===== config.mk =====
export PLATFORM = sky130hd
export DESIGN_NAME = rtst_ctrl
export DESIGN_NICKNAME = d
export VERILOG_FILES = /design/src/design/rtst_pkg.sv /design/src/design/rtst_ctrl.sv
export SDC_FILE = /design/constraint.sdc
export NUM_CORES = 1
export LEC_CHECK = 0
export ABC_AREA = 1
export BUFFER_PORTS_ARGS = -buffer_cell sky130_fd_sc_hd__buf_2
export CAP_MARGIN = 20
export CELL_PAD_IN_SITES_DETAIL_PLACEMENT = 0
export CELL_PAD_IN_SITES_GLOBAL_PLACEMENT = 2
export CORE_ASPECT_RATIO = 1.25
export CORE_MARGIN = 2
export CORE_UTILIZATION = 22
export CTS_CLUSTER_SIZE = 20
export DETAILED_ROUTE_END_ITERATION = 12
export HOLD_SLACK_MARGIN = 0.1
export MAX_ROUTING_LAYER = met4
export PLACE_DENSITY = 0.76
export SLEW_MARGIN = 20
export SYNTH_ARGS = -nofsm -noshare
export SYNTH_HDL_FRONTEND = slang
export SYNTH_SLANG_ARGS = --single-unit

===== constraint.sdc =====
create_clock -name i_clk -period 1.4 [get_ports i_clk]
set_input_delay 0.14 -clock i_clk [delete_from_list [all_inputs] [get_ports i_clk]]
set_output_delay 0.14 -clock i_clk [all_outputs]
set_load 0.05 [all_outputs]

===== src/design/rtst_pkg.sv =====
package rtst_pkg;

    // Default build parameters.
    localparam int CAPACITY_DEF   = 1024;
    localparam int VALUE_BITS_DEF = 32;

    // Value that marks an empty slot of the tree.
    localparam int EMPTY_SLOT = -222222;

    // Element count register.
    localparam int              CNT_W     = 11;
    localparam logic [CNT_W-1:0] CNT_RESET = 11'd1024;

    // Fixed field widths of the stream payloads.
    localparam int POS_W     = 10;
    localparam int DIN_W     = 32;
    localparam int SUM_W     = 33;
    localparam int VAL_OUT_W = 32;

    // Input tdata layout, lowest bit first.
    localparam int S_TDATA_W  = 64;
    localparam int S_POS_LSB  = 0;
    localparam int S_VAL_LSB  = S_POS_LSB + POS_W;
    localparam int S_LOW_LSB  = S_VAL_LSB + DIN_W;
    localparam int S_HIGH_LSB = S_LOW_LSB + POS_W;

    // Output tdata layout, lowest bit first.
    localparam int M_TDATA_W = 104;
    localparam int M_SUM_LSB = 0;
    localparam int M_TOP_LSB = M_SUM_LSB + SUM_W;
    localparam int M_SEC_LSB = M_TOP_LSB + VAL_OUT_W;
    localparam int M_USED_W  = M_SEC_LSB + VAL_OUT_W;

    typedef enum logic [3:0] {
        ST_CLEAR,
        ST_IDLE,
        ST_U_DESC,
        ST_U_UP,
        ST_U_MRG,
        ST_Q_VISIT,
        ST_Q_READ,
        ST_Q_MERGE,
        ST_Q_OUT
    } t_state;

    // Datapath commands issued by the controller.
    typedef enum logic [3:0] {
        DP_NOP,
        DP_CLEAR,
        DP_LOAD,
        DP_DESCEND,
        DP_LEAF,
        DP_SIB_RD,
        DP_UP_MERGE,
        DP_NODE_RD,
        DP_EMPTY,
        DP_SPLIT,
        DP_TAKE,
        DP_POP_MERGE,
        DP_PUSH_POP,
        DP_EMIT
    } t_dp_op;

    // Datapath status seen by the controller.
    typedef struct packed {
        logic clear_last;
        logic op_query;
        logic pos_ok;
        logic range_bad;
        logic leaf;
        logic at_root;
        logic covered;
        logic disjoint;
        logic frames_empty;
        logic merges_zero;
        logic out_free;
    } t_sts;

endpackage


===== src/design/rtst_ctrl.sv =====
module rtst_ctrl (
    input  logic              i_clk,
    input  logic              i_rst_n,
    input  logic              i_in_valid,
    output logic              o_in_ready,
    input  rtst_pkg::t_sts    i_sts,
    output rtst_pkg::t_dp_op  o_op
);

    rtst_pkg::t_state r_state;
    rtst_pkg::t_state n_state;
    logic             accept;

    assign accept = i_in_valid && (r_state == rtst_pkg::ST_IDLE);

    always_ff @(posedge i_clk) begin
        if (!i_rst_n) begin
            r_state <= rtst_pkg::ST_CLEAR;
        end else begin
            r_state <= n_state;
        end
    end

    always_comb begin
        n_state = r_state;
        unique case (r_state)
            rtst_pkg::ST_CLEAR: begin
                if (i_sts.clear_last) n_state = rtst_pkg::ST_IDLE;
            end
            rtst_pkg::ST_IDLE: begin
                if (accept) begin
                    if (i_sts.op_query) begin
                        n_state = i_sts.range_bad ? rtst_pkg::ST_Q_OUT : rtst_pkg::ST_Q_VISIT;
                    end else if (i_sts.pos_ok) begin
                        n_state = rtst_pkg::ST_U_DESC;
                    end
                end
            end
            rtst_pkg::ST_U_DESC: begin
                if (i_sts.leaf) n_state = rtst_pkg::ST_U_UP;
            end
            rtst_pkg::ST_U_UP: begin
                n_state = i_sts.at_root ? rtst_pkg::ST_IDLE : rtst_pkg::ST_U_MRG;
            end
            rtst_pkg::ST_U_MRG: begin
                n_state = rtst_pkg::ST_U_UP;
            end
            rtst_pkg::ST_Q_VISIT: begin
                if (i_sts.covered) begin
                    n_state = rtst_pkg::ST_Q_READ;
                end else if (i_sts.disjoint) begin
                    n_state = rtst_pkg::ST_Q_MERGE;
                end
            end
            rtst_pkg::ST_Q_READ: begin
                n_state = rtst_pkg::ST_Q_MERGE;
            end
            rtst_pkg::ST_Q_MERGE: begin
                if (i_sts.merges_zero) begin
                    n_state = i_sts.frames_empty ? rtst_pkg::ST_Q_OUT : rtst_pkg::ST_Q_VISIT;
                end
            end
            rtst_pkg::ST_Q_OUT: begin
                if (i_sts.out_free) n_state = rtst_pkg::ST_IDLE;
            end
            default: n_state = rtst_pkg::ST_IDLE;
        endcase
    end

    always_comb begin
        o_in_ready = (r_state == rtst_pkg::ST_IDLE);
        o_op       = rtst_pkg::DP_NOP;
        unique case (r_state)
            rtst_pkg::ST_CLEAR: o_op = rtst_pkg::DP_CLEAR;
            rtst_pkg::ST_IDLE: begin
                if (accept) o_op = rtst_pkg::DP_LOAD;
            end
            rtst_pkg::ST_U_DESC: begin
                o_op = i_sts.leaf ? rtst_pkg::DP_LEAF : rtst_pkg::DP_DESCEND;
            end
            rtst_pkg::ST_U_UP: begin
                if (!i_sts.at_root) o_op = rtst_pkg::DP_SIB_RD;
            end
            rtst_pkg::ST_U_MRG: o_op = rtst_pkg::DP_UP_MERGE;
            rtst_pkg::ST_Q_VISIT: begin
                priority if (i_sts.covered) begin
                    o_op = rtst_pkg::DP_NODE_RD;
                end else if (i_sts.disjoint) begin
                    o_op = rtst_pkg::DP_EMPTY;
                end else begin
                    o_op = rtst_pkg::DP_SPLIT;
                end
            end
            rtst_pkg::ST_Q_READ: o_op = rtst_pkg::DP_TAKE;
            rtst_pkg::ST_Q_MERGE: begin
                if (!i_sts.merges_zero) begin
                    o_op = rtst_pkg::DP_POP_MERGE;
                end else if (!i_sts.frames_empty) begin
                    o_op = rtst_pkg::DP_PUSH_POP;
                end
            end
            rtst_pkg::ST_Q_OUT: begin
                if (i_sts.out_free) o_op = rtst_pkg::DP_EMIT;
            end
            default: o_op = rtst_pkg::DP_NOP;
        endcase
    end

endmodule


* After elaboration in Yosys (flattened, before gate mapping)
Cells that the tools add are included.
** Word-level totals
- Flip-flop bits (word level) :: 4
- Output and inout bits :: 5
- Input port bits :: 14
- Word-level logic and storage cells :: 41
** Cells by class
- Multiplexer cells :: 22
- Reductions and logical operators :: 3
- Equality and inequality tests :: 15
** Operators with widths (count)
- 4-bit case mux with 9 select lines :: 2
- 4-bit 2-to-1 mux :: 15
- 4-bit by 3-bit equality test with 1-bit output, second input constant :: 4
- 3-bit 2-to-1 mux :: 3
- 4-bit by 2-bit equality test with 1-bit output, second input constant :: 2
- 2-bit inequality test, second input constant :: 4
- 7-bit AND reduction :: 1
- 4-bit by 1-bit equality test with 1-bit output, second input constant :: 1
- 4-bit equality test, second input constant :: 1
- 4-bit logical NOT :: 1
- 3-bit by 1-bit inequality test with 1-bit output, second input constant :: 1
- 3-bit inequality test, second input constant :: 1
- 2-bit 2-to-1 mux :: 1
- 2-bit by 1-bit inequality test with 1-bit output, second input constant :: 1
- 1-bit logical AND :: 1
- 1-bit 2-to-1 mux :: 1

* Depth between registers and ports, before layout
- Depth after elaboration :: 4
- Mapped depth :: 9
- Depth with buffers taken out :: 9

* Worst setup path after synthesis
No wires, ideal clock.
- Path kind :: reg2out
- From :: register r_state[0]
- To :: output o_op[0]
- Required time :: 1.260 ns
- Arrival time :: 1.473 ns
- Stages on the path, launching flop included :: 4
- Path buffers :: 0
- Path slack :: -0.213 ns
- Cells stage by stage :: dfxtp_1 -> nor2_1 -> nand2_1 -> o2111ai_1
** On the way
- Cells in the longest elaborated chain, start to end :: 2
- Elaborated cells between the ends (all ways) :: 10
- Those cells by class :: eq/ne (8); mux (1); reduce/logical (1)
** Ends and longest elaborated chain
- start, declared :: RTL line rtst_ctrl.sv:10 : rtst_pkg::t_state r_state;
- start signal, assigned :: RTL line rtst_ctrl.sv:18 : r_state <= rtst_pkg::ST_CLEAR;
- start signal, assigned :: RTL line rtst_ctrl.sv:20 : r_state <= n_state;
- 4-bit equality test (tied with other cells) :: RTL line rtst_ctrl.sv:73 : unique case (r_state)
- 4-bit case mux with 9 select lines (*) :: RTL line rtst_ctrl.sv:73
- end, declared :: RTL line rtst_ctrl.sv:7 : output rtst_pkg::t_dp_op o_op
Every way passes the cells marked *; elsewhere a longest branch is shown, timed or not.

* Worst setup path after layout
- From :: register r_state[2]
- To :: output o_op[0]
Same word-level chain as after synthesis.

==> results_dict.tcl <==
set metrics [dict create \
    numCtsBuffers 3 \
    worst_ep_arrival_time_ns 1.40 \
    drt-pass1-iter-count 4 \
    setup_violations 4 \
    final_hold_viol_count 0 \
    die_x_um 47.9 \
    largest_reg_flops 4 \
    relSlewSlack 0.844 \
    wl_per_cell_um 10.2 \
    drt_iter0_markers 10 \
    grt_pass1_wl_um 2920 \
    fin_area_um2 932 \
    multi_input_area_um2 454 \
    yosysSeqAreaShare 0.151 \
    ant_nets 0 \
    drive_gt1_frac 0.591 \
    netlist_area_um2 529 \
    finalSetupTns_ns -0.504 \
    r2r_end "r_state[0]" \
    slew_violations 0 \
    fp.dieH_um 58.8 \
    ctsHoldBuffers 0 \
    nets 153 \
    root_buffer "clkbuf_4" \
    top_level_ports 19 \
    crit_path_start_kind "flip-flop" \
    rsz0062_at_grt "yes" \
    insertion_delay_ns 0.23 \
    dieArea_um2 2820 \
    cp_max_fo 7 \
    min_period_over_period 1.10 \
    wl_um 1710 \
    ir_drop_mv 1.10 \
    register_area_um2 90.1 \
    synth_seq_cells 4 \
    syn_nets 112 \
    port-buffer-count 18 \
    hold_depth 3 \
    max_freq_mhz 649 \
    vias 709 \
    rr_worst_depth 10 \
    cts_buffer_depth 2 \
    top_regs "r_state x4" \
    r2r_setup_slack_ns 0.01 \
    place_congestion 0.853 \
    start_util 0.237 \
    crit_type "reg -> out" \
    cts_max_level 1 \
    fillers 276 \
    grt-ovfl-total 0 \
    violations "negative setup slack" \
    fin_crit_ns 1.54 \
    grt_pass1_vias 731 \
    track_usage 0.147 \
    cp.required_ns 1.26 \
    reg2reg_from "r_state[2]" \
    hpwl_um 1420 \
    synth.distinct_cells 17 \
    cts_tree "done" \
    hold_path_end "r_state[3]" \
    rows 19 \
    grt_max_degree 8 \
    cp-end-kind "primary output" \
    leakagePower_nw 0.508 \
    largest_register "r_state" \
    drv_cap 0 \
    final_cells 168 \
    hold_class "in -> reg" \
    finalPower_mw 2.15 \
    drc 0 \
    n_antenna_cell 0 \
    core-area_um2 2230 \
    max_slew.worst_pin.slew_ns 0.234 \
    synthCells 98 \
    clkSinkCount 4 \
    vias_per_cell 4.22 \
    clk_pin_slew_worst_paths_ns 0.04 \
    dp.cells 162 \
    fin_skew_ns 0.0000359 \
    setup_ws_ns -0.141 \
    place_area_um2 777 \
    antenna_found_initial 0 \
    area_delta_synth_final_pct 76.1 \
    min_from "i_rst_n" \
    avgSynthCellArea_um2 5.40 \
    powerDensity_nw_per_um2 2300 \
    status "complete, but fails checks" \
    ys_warn_count 0 \
]
==> final cells by class <==
cell class,instances,share of cell area
sequential,4,0.0966
clock buffer,3,0.0242
multi-input combinational,76,0.487
timing repair buffer,36,0.275
inverter,18,0.0752
tap,31,0.0416
==> placed cells by master (no fill, tap or decap), types with 2 or more instances in the layout <==
cell / synthesis / final
o21ai_1: 0 / 2
nor2_2: 7 / 12
dfxtp_4: 0 / 2
nand2_1: 24 / 13
nand3_2: 2 / 3
buf_6: 0 / 5
nor2_1: 16 / 10
dfxtp_2: 0 / 2
nand3_1: 14 / 13
inv_1: 16 / 14
nor2_4: 2 / 3
nand2_4: 1 / 2
nand4_1: 2 / 2
buf_2: 0 / 13
inv_2: 2 / 3
clkbuf_4: 0 / 3
buf_4: 0 / 18
nand2_2: 1 / 11
==> Yosys cell counts <==
library cell,number,area share
a21oi_1,1,0.0094
and3_1,1,0.012
dfxtp_1,4,0.15
inv_1,16,0.11
inv_2,2,0.014
nand2_1,24,0.17
nand2_2,1,0.012
nand2_4,1,0.021
nand3_1,14,0.13
nand3_2,2,0.038
nand4_1,2,0.024
nor2_1,16,0.11
nor2_2,7,0.083
nor2_4,2,0.043
o2111ai_1,1,0.017
o211a_1,1,0.019
o21ai_0,3,0.028
==> where the power goes <==
part	internal [mW]	switching (mW)
clock	0.0958	0.0458
combinational	0.721	1.05
sequential	0.173	0.0618
total	0.989	1.16
==> worst max-delay path by stage <==
stage	slack [ns]	endpoint	startpoint	cells after the start
after floorplan	0.02	o_op[1]	r_state[3]	4
after global routing	-0.21	o_op[2]	r_state[2]	7
after global placement	-0.06	o_op[2]	r_state[1]	7
final	-0.14	o_op[0]	r_state[2]	6
after detailed placement	-0.09	o_op[0]	r_state[3]	6
after CTS	-0.14	o_op[0]	r_state[2]	7
==> metal layers <==
layer,global-route usage,wire [um],vias up,share of wire
met5,-,0,-,0
met4,0.0463,6,0,0.0035
met3,0.00920,37,2,0.022
met2,0.251,946,9,0.55
met1,0.176,719,311,0.42
li1,-,-,387,-
==> through the flow <==
step                       util  hold WS (ns)  worst slack, ns
after detailed placement  0.348         0.400          -0.0850
final                     0.417         0.166           -0.141
after global routing      0.417         0.184           -0.205
after floorplan               -         0.249           0.0194
after CTS                 0.388         0.142           -0.136
after global placement    0.348         0.401          -0.0634
==> worst max-delay path, cell delays in order (launching register included) <==
cell and delay [ns]:
dfxtp_4 0.37, inv_4 0.05, nor2_4 0.20, nand3_2 0.14
and3_4 0.17, o2111ai_2 0.06, buf_6 0.18
==> logic make-up after synthesis <==
kind of cell / count (synthesis) / synth area share
simple gates: 70 / 0.648
buf+inv: 18 / 0.128
compound gates: 6 / 0.0733
flops: 4 / 0.151
==> repair_timing <==
item                       in CTS  in global routing
pin swaps                       4                  7
setup endpoints to repair       8                  8
gates resized for setup        25                 19
buffers inserted                1                  2
Power figures use the tool's default switching activity.
